## config.mk

```make
export PLATFORM = sky130hd
export DESIGN_NAME = wrapped_index_set_or_count_table_top
export DESIGN_NICKNAME = d
export VERILOG_FILES = /design/src/sv/wisct_pkg.sv /design/src/sv/wisct_ram.sv /design/src/sv/wisct_div.sv /design/src/sv/wrapped_index_set_or_count_table_top.sv
export SDC_FILE = /design/constraint.sdc
export NUM_CORES = 2
export LEC_CHECK = 0
export BUFFER_PORTS_ARGS = -buffer_cell sky130_fd_sc_hd__buf_4
export CORE_MARGIN = 4
export CORE_UTILIZATION = 50
export DETAILED_ROUTE_END_ITERATION = 16
export GPL_ROUTABILITY_DRIVEN = 0
export GPL_TIMING_DRIVEN = 0
export HOLD_SLACK_MARGIN = 0.02
export PLACE_DENSITY = 0.66
export SLEW_MARGIN = 25
export SYNTH_ARGS = -nofsm -noshare
export SYNTH_HDL_FRONTEND = slang
export SYNTH_SLANG_ARGS = --single-unit
```

## constraint.sdc

```tcl
create_clock -name clk -period 14.1 [get_ports clk]
set_input_delay 3.525 -clock clk [delete_from_list [all_inputs] [get_ports clk]]
set_output_delay 3.525 -clock clk [all_outputs]
set_load 0.05 [all_outputs]
```

## src/sv/wisct_pkg.sv

```systemverilog
// Shared constants and codes for the wrapped-index set-or-count table.
`default_nettype none

package wisct_pkg;

    localparam int DEPTH_DEFAULT = 64;
    localparam int RESET_LENGTH  = 12;
    localparam int DATA_W        = 32;
    localparam int POS_W         = 32;
    localparam int CMD_W         = 2;
    localparam int INDEX_W       = 6;
    localparam int LEN_CFG_W     = 7;
    localparam int CFG_IDX_W     = 1;
    localparam int CFG_DATA_W    = 32;

    typedef enum logic [CMD_W-1:0] {
        CMD_MARK  = 2'd0,
        CMD_CLEAR = 2'd1,
        CMD_DUMP  = 2'd2
    } cmd_t;

    typedef enum logic [CFG_IDX_W-1:0] {
        REG_LIST_LENGTH = 1'b0,
        REG_SET_VALUE   = 1'b1
    } cfg_reg_t;

endpackage

`default_nettype wire

```

## src/sv/wisct_ram.sv

```systemverilog
// Generic simple dual-port RAM with registered read.
`default_nettype none

module wisct_ram #(
    parameter int WIDTH = 32,
    parameter int DEPTH = 64,
    localparam int ADDR_W = (DEPTH > 1) ? $clog2(DEPTH) : 1
) (
    input  wire logic              clk,
    input  wire logic              we,
    input  wire logic [ADDR_W-1:0] waddr,
    input  wire logic [WIDTH-1:0]  wdata,
    input  wire logic              re,
    input  wire logic [ADDR_W-1:0] raddr,
    output logic      [WIDTH-1:0]  rdata
);

    logic [WIDTH-1:0] mem [DEPTH];

    always_ff @(posedge clk)
    begin
        if (we)
        begin
            mem[waddr] <= wdata;
        end
        if (re)
        begin
            rdata <= mem[raddr];
        end
    end

endmodule

`default_nettype wire

```

## src/sv/wisct_div.sv

```systemverilog
// Bit-serial true-modulo unit: wraps a signed position into 0..divisor-1.
`default_nettype none

module wisct_div #(
    parameter int LEN_W = 7,
    parameter int OUT_W = 6
) (
    input  wire logic                          clk,
    input  wire logic                          rst_n,
    input  wire logic                          start,
    input  wire logic signed [wisct_pkg::POS_W-1:0] dividend,
    input  wire logic        [LEN_W-1:0]       divisor,
    output logic                               done,
    output logic             [OUT_W-1:0]       result
);

    import wisct_pkg::*;

    localparam int CNT_W = $clog2(POS_W);

    logic             busy_reg, busy_next;
    logic             done_reg, done_next;
    logic [CNT_W-1:0] cnt_reg, cnt_next;
    logic [POS_W-1:0] dvd_reg, dvd_next;
    logic [LEN_W-1:0] rem_reg, rem_next;
    logic [LEN_W-1:0] den_reg, den_next;
    logic             neg_reg, neg_next;
    logic [OUT_W-1:0] res_reg, res_next;

    logic [LEN_W:0]   trial;
    logic [LEN_W:0]   diff;
    logic [LEN_W-1:0] rem_step;
    logic [LEN_W-1:0] rem_fixed;

    always_comb
    begin
        trial     = {rem_reg, dvd_reg[POS_W-1]};
        diff      = trial - {1'b0, den_reg};
        rem_step  = (trial >= {1'b0, den_reg}) ? diff[LEN_W-1:0] : trial[LEN_W-1:0];
        rem_fixed = (neg_reg && (rem_step != '0)) ? LEN_W'(den_reg - rem_step) : rem_step;
    end

    always_comb
    begin
        busy_next = busy_reg;
        done_next = 1'b0;
        cnt_next  = cnt_reg;
        dvd_next  = dvd_reg;
        rem_next  = rem_reg;
        den_next  = den_reg;
        neg_next  = neg_reg;
        res_next  = res_reg;
        if (start)
        begin
            busy_next = 1'b1;
            cnt_next  = '0;
            dvd_next  = dividend[POS_W-1] ? POS_W'(-dividend) : POS_W'(dividend);
            rem_next  = '0;
            den_next  = divisor;
            neg_next  = dividend[POS_W-1];
        end
        else if (busy_reg)
        begin
            dvd_next = {dvd_reg[POS_W-2:0], 1'b0};
            rem_next = rem_step;
            cnt_next = cnt_reg + CNT_W'(1);
            if (cnt_reg == CNT_W'(POS_W - 1))
            begin
                busy_next = 1'b0;
                done_next = 1'b1;
                res_next  = OUT_W'(rem_fixed);
            end
        end
    end

    always_ff @(posedge clk or negedge rst_n)
    begin
        if (!rst_n)
        begin
            busy_reg <= 1'b0;
            done_reg <= 1'b0;
            cnt_reg  <= '0;
        end
        else
        begin
            busy_reg <= busy_next;
            done_reg <= done_next;
            cnt_reg  <= cnt_next;
        end
    end

    always_ff @(posedge clk)
    begin
        dvd_reg <= dvd_next;
        rem_reg <= rem_next;
        den_reg <= den_next;
        neg_reg <= neg_next;
        res_reg <= res_next;
    end

    assign done   = done_reg;
    assign result = res_reg;

endmodule

`default_nettype wire

```

## src/sv/wrapped_index_set_or_count_table_top.sv

```systemverilog
// Wrapped-index set-or-count table: sequencer, entry storage and output register.
//
// Input channel (in_valid/in_ready) takes one command transaction at a time:
//   mark  - wrap position into 0..list_length-1 (true modulo), then overwrite
//           the entry with set_value, or increment it when set_value is zero.
//   clear - zero every entry.
//   dump  - emit entries 0..list_length-1 on the output channel, last_entry
//           set on the final one.
// Config channel (cfg_valid/cfg_ready) is always ready; write only while idle.
// Index 0 is list_length (clamped to 1..DEPTH), index 1 is set_value.
// Sequencing: a mark holds in_ready low through the bit-serial modulo unit (32
// steps plus its result register), then one RAM read and one write, so no new
// command is accepted until the mark completes; a clear or an unused command
// leaves in_ready high; each dumped entry passes through a RAM read, a wait for
// the read data and the output register.
// A receiver stall holds the output register and the dump counter.
// Reset clears all per-entry valid flags, so every entry reads as zero, and
// loads list_length 12 (or DEPTH if smaller) and set_value 0.
`default_nettype none

module wrapped_index_set_or_count_table_top #(
    parameter int DEPTH = wisct_pkg::DEPTH_DEFAULT
) (
    input  wire logic                                 clk,
    input  wire logic                                 rst_n,
    input  wire logic                                 in_valid,
    output logic                                      in_ready,
    input  wire logic        [wisct_pkg::CMD_W-1:0]      command,
    input  wire logic signed [wisct_pkg::POS_W-1:0]      position,
    output logic                                      out_valid,
    input  wire logic                                 out_ready,
    output logic signed      [wisct_pkg::DATA_W-1:0]     entry_value,
    output logic             [wisct_pkg::INDEX_W-1:0]    entry_index,
    output logic                                      last_entry,
    input  wire logic                                 cfg_valid,
    output logic                                      cfg_ready,
    input  wire logic        [wisct_pkg::CFG_IDX_W-1:0]  cfg_index,
    input  wire logic        [wisct_pkg::CFG_DATA_W-1:0] cfg_data
);

    import wisct_pkg::*;

    localparam int ADDR_W  = (DEPTH > 1) ? $clog2(DEPTH) : 1;
    localparam int LEN_W   = $clog2(DEPTH + 1);
    localparam int RST_LEN = (RESET_LENGTH > DEPTH) ? DEPTH : RESET_LENGTH;

    typedef enum logic [6:0] {
        S_IDLE = 7'b0000001,
        S_DIV  = 7'b0000010,
        S_RD   = 7'b0000100,
        S_WR   = 7'b0001000,
        S_DRD  = 7'b0010000,
        S_DWT  = 7'b0100000,
        S_DOUT = 7'b1000000
    } state_t;

    state_t                    state_reg, state_next;
    logic [LEN_W-1:0]          len_reg, len_next;
    logic signed [DATA_W-1:0]  set_reg, set_next;
    logic [DEPTH-1:0]          vld_reg, vld_next;
    logic                      vrd_reg;
    logic [ADDR_W-1:0]         idx_reg, idx_next;
    logic [ADDR_W-1:0]         dcnt_reg, dcnt_next;
    logic                      ov_reg, ov_next;
    logic [DATA_W-1:0]         oval_reg, oval_next;
    logic [INDEX_W-1:0]        oidx_reg, oidx_next;
    logic                      olast_reg, olast_next;

    logic                      in_fire;
    logic                      cfg_fire;
    logic [LEN_CFG_W-1:0]      len_raw;
    logic                      div_start;
    logic                      div_done;
    logic [ADDR_W-1:0]         div_res;
    logic                      ram_we;
    logic [DATA_W-1:0]         ram_wdata;
    logic                      ram_re;
    logic [ADDR_W-1:0]         ram_raddr;
    logic [DATA_W-1:0]         ram_rdata;
    logic [DATA_W-1:0]         cur_val;
    logic                      dump_last;

    assign in_ready  = (state_reg == S_IDLE);
    assign cfg_ready = 1'b1;
    assign in_fire   = in_valid && in_ready;
    assign cfg_fire  = cfg_valid && cfg_ready;
    assign len_raw   = cfg_data[LEN_CFG_W-1:0];
    assign div_start = in_fire && (command == CMD_MARK);
    assign cur_val   = vrd_reg ? ram_rdata : '0;
    assign dump_last = (LEN_W'(LEN_W'(dcnt_reg) + LEN_W'(1)) == len_reg);

    wisct_div #(
        .LEN_W (LEN_W),
        .OUT_W (ADDR_W)
    ) u_div (
        .clk      (clk),
        .rst_n    (rst_n),
        .start    (div_start),
        .dividend (position),
        .divisor  (len_reg),
        .done     (div_done),
        .result   (div_res)
    );

    wisct_ram #(
        .WIDTH (DATA_W),
        .DEPTH (DEPTH)
    ) u_ram (
        .clk   (clk),
        .we    (ram_we),
        .waddr (idx_reg),
        .wdata (ram_wdata),
        .re    (ram_re),
        .raddr (ram_raddr),
        .rdata (ram_rdata)
    );

    always_comb
    begin
        ram_we    = (state_reg == S_WR);
        ram_wdata = (set_reg != '0) ? set_reg : cur_val + DATA_W'(1);
        ram_re    = (state_reg == S_RD) || (state_reg == S_DRD);
        ram_raddr = (state_reg == S_RD) ? idx_reg : dcnt_reg;
    end

    always_comb
    begin
        len_next = len_reg;
        set_next = set_reg;
        if (cfg_fire)
        begin
            unique case (cfg_index)
                REG_LIST_LENGTH:
                begin
                    if (len_raw == '0)
                    begin
                        len_next = LEN_W'(1);
                    end
                    else if (32'(len_raw) > 32'(DEPTH))
                    begin
                        len_next = LEN_W'(DEPTH);
                    end
                    else
                    begin
                        len_next = LEN_W'(len_raw);
                    end
                end
                REG_SET_VALUE:
                begin
                    set_next = cfg_data;
                end
                default:
                begin
                    len_next = len_reg;
                end
            endcase
        end
    end

    always_comb
    begin
        state_next = state_reg;
        vld_next   = vld_reg;
        idx_next   = idx_reg;
        dcnt_next  = dcnt_reg;
        ov_next    = ov_reg;
        oval_next  = oval_reg;
        oidx_next  = oidx_reg;
        olast_next = olast_reg;
        unique case (state_reg)
            S_IDLE:
            begin
                if (in_fire)
                begin
                    unique case (command)
                        CMD_MARK:
                        begin
                            state_next = S_DIV;
                        end
                        CMD_CLEAR:
                        begin
                            vld_next = '0;
                        end
                        CMD_DUMP:
                        begin
                            dcnt_next  = '0;
                            state_next = S_DRD;
                        end
                        default:
                        begin
                            state_next = S_IDLE;
                        end
                    endcase
                end
            end
            S_DIV:
            begin
                if (div_done)
                begin
                    idx_next   = div_res;
                    state_next = S_RD;
                end
            end
            S_RD:
            begin
                state_next = S_WR;
            end
            S_WR:
            begin
                vld_next[idx_reg] = 1'b1;
                state_next        = S_IDLE;
            end
            S_DRD:
            begin
                state_next = S_DWT;
            end
            S_DWT:
            begin
                ov_next    = 1'b1;
                oval_next  = cur_val;
                oidx_next  = INDEX_W'(dcnt_reg);
                olast_next = dump_last;
                state_next = S_DOUT;
            end
            S_DOUT:
            begin
                if (out_ready)
                begin
                    ov_next = 1'b0;
                    if (olast_reg)
                    begin
                        state_next = S_IDLE;
                    end
                    else
                    begin
                        dcnt_next  = dcnt_reg + ADDR_W'(1);
                        state_next = S_DRD;
                    end
                end
            end
            default:
            begin
                state_next = S_IDLE;
            end
        endcase
    end

    always_ff @(posedge clk or negedge rst_n)
    begin
        if (!rst_n)
        begin
            state_reg <= S_IDLE;
            len_reg   <= LEN_W'(RST_LEN);
            set_reg   <= '0;
            vld_reg   <= '0;
            ov_reg    <= 1'b0;
        end
        else
        begin
            state_reg <= state_next;
            len_reg   <= len_next;
            set_reg   <= set_next;
            vld_reg   <= vld_next;
            ov_reg    <= ov_next;
        end
    end

    always_ff @(posedge clk)
    begin
        if (ram_re)
        begin
            vrd_reg <= vld_reg[ram_raddr];
        end
        idx_reg   <= idx_next;
        dcnt_reg  <= dcnt_next;
        oval_reg  <= oval_next;
        oidx_reg  <= oidx_next;
        olast_reg <= olast_next;
    end

    assign out_valid   = ov_reg;
    assign entry_value = oval_reg;
    assign entry_index = oidx_reg;
    assign last_entry  = olast_reg;

    a_no_accept_while_output: assert property (@(posedge clk) disable iff (!rst_n)
        out_valid |-> !in_ready)
        else $error("input accepted while a result is pending");

    a_len_in_range: assert property (@(posedge clk) disable iff (!rst_n)
        (len_reg >= LEN_W'(1)) && (32'(len_reg) <= 32'(DEPTH)))
        else $error("list length outside 1..DEPTH");

    a_wrapped_index_in_range: assert property (@(posedge clk) disable iff (!rst_n)
        (state_reg == S_WR) |-> (LEN_W'(idx_reg) < len_reg))
        else $error("wrapped index not below list length");

    a_div_done_in_div: assert property (@(posedge clk) disable iff (!rst_n)
        div_done |-> (state_reg == S_DIV))
        else $error("modulo unit finished outside its wait state");

    a_dump_ends_on_last: assert property (@(posedge clk) disable iff (!rst_n)
        (out_valid && out_ready && last_entry) |=> (state_reg == S_IDLE))
        else $error("dump did not return to idle after its last entry");

endmodule

`default_nettype wire
```

==> impl_metrics.py <==
metrics = {
    "status": {
        "status": "complete, no violations",
    },
    "floorplanning": {
        "fp.dieW_um": 433,
        "num_rows": 155,
        "die_area_sq_um": 188000,
        "boundaryPins": 114,
        "core_area_sq_um": 179000,
        "initial_core_util_pct": 50.5,
        "die_y_um": 433,
    },
    "final_layout": {
        "final_layout_size_suffix_gt1_share_pct": 11.3,
        "multiInputGateArea_sq_um": 21300,
        "final.fill_count": 13500,
        "post-route-util_pct": 58.8,
        "syn_to_final_growth_pct": 16.5,
        "final_cell_mix": "2,178 x edfxtp_1, 1,019 x nand2_1, 609 x mux2i_1",
        "layout_commonest_cell": "edfxtp_1",
        "finalNonFillerCells": 9017,
        "final_area_sq_um": 105000,
        "final_nets": 6555,
        "seqCellArea_sq_um": 68500,
        "largest_reg_flops": 2048,
    },
    "place": {
        "place_inst": 8598,
        "placed_area_sq_um": 98300,
        "dpl.hpwl_mm": 198,
        "io_buffers": 112,
    },
    "routing": {
        "post_drt_wl_per_cell_um": 31.7,
        "ant_nets": 0,
        "route.detailed.drc": 0,
        "routed-via-count": 57200,
        "drt_wl_total_mm": 286,
        "drt_iter0_drc": 8477,
        "vias_per_cell": 6.34,
        "drt-pass1-iter-count": 8,
    },
    "yosys": {
        "ys_seq_area_share_pct": 75.7,
        "synth_ff_type": "edfxtp_1",
        "synth-compound-area-share_pct": 5.96,
        "synth_adder_area_share_pct": 0.254,
        "yosysWarnings": 0,
        "synth_cells": 5990,
        "netlist.area_leader.share_pct": 72.3,
        "synth-seq-cells": 2303,
        "syn_nets": 6079,
        "yosys.area.top_type": "edfxtp_1",
        "synth_top_family_by_area": "simple AND/OR/NAND/NOR gates",
        "syn_area_sq_um": 90500,
        "async_reset_ff_share_pct": 5.12,
        "synthMuxAreaShare_pct": 7.19,
        "synth_cell_types": 63,
        "syn_avg_cell_area_sq_um": 15.1,
        "synth-xor-area-share_pct": 0.803,
        "synth-simple-area-share_pct": 8.50,
        "synth_edf_count": 2178,
        "synth_area_leaders": "edfxtp_1 72%, mux2i_1 6.7%, nand2_1 4.2%",
    },
    "clock_tree": {
        "numCtsBuffers": 221,
        "cts_tree": "yes",
        "post_cts_buffers": 0,
        "cts_resized": 0,
        "ctsHoldBuffers": 0,
        "clk_latency_ps": 890,
        "clk_path_buf_depth": 3,
        "clock-sinks": 2303,
        "clk_pin_slew_ps": 60,
        "cts_root_buffer": "clkbuf_16",
        "cts_htree_levels": 4,
    },
    "timing": {
        "clock_skew_ps": 49.3,
        "period_share_pct": 46.2,
        "rsz0062_at_grt": "no",
        "min_period_ps": 6510,
        "hold_viol": 0,
        "slew_headroom_pct": 16.9,
        "hold_ws_ps": 449,
        "finalSetupViolCount": 0,
        "setup_tns_ps": 0,
        "tightest_slew_ps": 1230,
        "slew_viol_final": 0,
        "fmax_mhz": 154,
    },
    "worst_setup_path": {
        "worst_ep_arrival_time_ps": 6960,
        "worstSetupEndpointType": "flop",
        "crit_type": "reg2reg",
        "startpoint_type": "flop",
        "r2r_cells": 10,
        "critPathMaxFanout": 10,
        "cp.required_ps": 14540,
    },
    "global_route": {
        "grt_pass1_vias": 54800,
        "grt_overflow": 0,
        "grt_usage_pct": 30.1,
        "grt_pass1_wl_mm": 401,
        "grt.met3_usage_pct": 9.59,
        "antenna_found_initial": 19,
        "grt_max_degree": 66,
        "met2_usage_pct": 44.9,
        "met1_usage_pct": 39.8,
        "top_usage_layer": "met2",
    },
    "min_path": {
        "worstHoldPathType": "reg2reg",
        "min_path_cells": 0,
    },
    "job": {
        "max-cap-violations": 0,
    },
    "power": {
        "p_leak_nw": 36.4,
        "max-vdd-ir-drop_mv": 0.123,
        "power.density_nw_per_um2": 141,
    },
}
## cell type report
type | instances | share of cell area, %
sequential | 2303 | 65.0
multi-input combinational | 3303 | 20.2
clock buffer | 332 | 5.92
timing repair buffer | 253 | 3.88
tap | 2355 | 2.79
buffer | 351 | 1.28
clock inverter | 83 | 0.788
inverter | 33 | 0.117
antenna | 4 | 0.00949
## metal layers
metal | vias up | wire [um]
li1 | 24000 | -
met1 | 28500 | 104000
met2 | 3978 | 127000
met3 | 734 | 37900
met4 | 10 | 17100
met5 | - | 69
## power by group
part           switching, mW  total [mW]  internal, mW
Sequential            0.0555        7.84          7.78
Clock                   2.55        5.82          3.28
Combinational          0.827        1.17         0.341
Total                   3.43        14.8          11.4
## Yosys cell counts (11+ instances only)
| cell type | count |
|---|---|
| a21o_1 | 29 |
| a31oi_1 | 166 |
| a32oi_1 | 67 |
| and2_1 | 30 |
| and3_1 | 43 |
| and4_1 | 34 |
| buf_1 | 89 |
| clkbuf_1 | 254 |
| dfrtp_1 | 115 |
| edfxtp_1 | 2178 |
| ha_1 | 16 |
| inv_1 | 33 |
| mux2_2 | 36 |
| mux2i_1 | 610 |
| nand2_1 | 1020 |
| nand2b_1 | 15 |
| nand3_1 | 288 |
| nand4_1 | 109 |
| nor2_1 | 112 |
| nor2b_1 | 12 |
| nor3_1 | 11 |
| nor4_1 | 12 |
| o21a_1 | 69 |
| o21ai_0 | 179 |
| o22ai_1 | 266 |
| o31ai_1 | 15 |
| xnor2_1 | 34 |
| xor2_1 | 49 |
## metrics by stage
stage,setup WS [ps],total power [mW]
after CTS,7820,14.8
after floorplan,7610,8.54
after global placement,2630,9.02
after global routing,7440,15.2
after detailed placement,7340,9.11
final,7590,14.8
## final timing paths
check / startpoint / endpoint / slack (ps)
max in group asynchronous: rst_n / vld_reg[29] / 10720
worst max register to register: state_reg[5] / u_ram.rdata[1] / 7590
worst max-delay path: state_reg[5] / u_ram.rdata[1] / 7590
min in group asynchronous: rst_n / u_div.busy_reg / 2610
worst min register to register: dcnt_reg[4] / entry_index[4] / 450
worst min-delay path: dcnt_reg[4] / entry_index[4] / 450
## logic make-up (layout without fill, tap and decap cells)
group	Yosys count	after routing
buffers and inverters	384	1052
XOR/XNOR	83	83
AO/OA/AOI/OAI	836	836
flip-flops	2303	2303
other	1	5
multiplexers	646	646
AND/OR/NAND/NOR	1719	1719
adder cells (fa/ha/maj)	18	18
## worst max-delay path, cell delays in order (launching register included)
cell	delay (ps)
dfrtp_1	430
nor3_1	500
nand3_1	520
mux2i_1	370
nand2_1	370
clkbuf_1	750
clkbuf_1	860
clkbuf_1	640
o22ai_1	240
o21ai_0	880
nand4_1	530
Power figures use the tool's default switching activity.
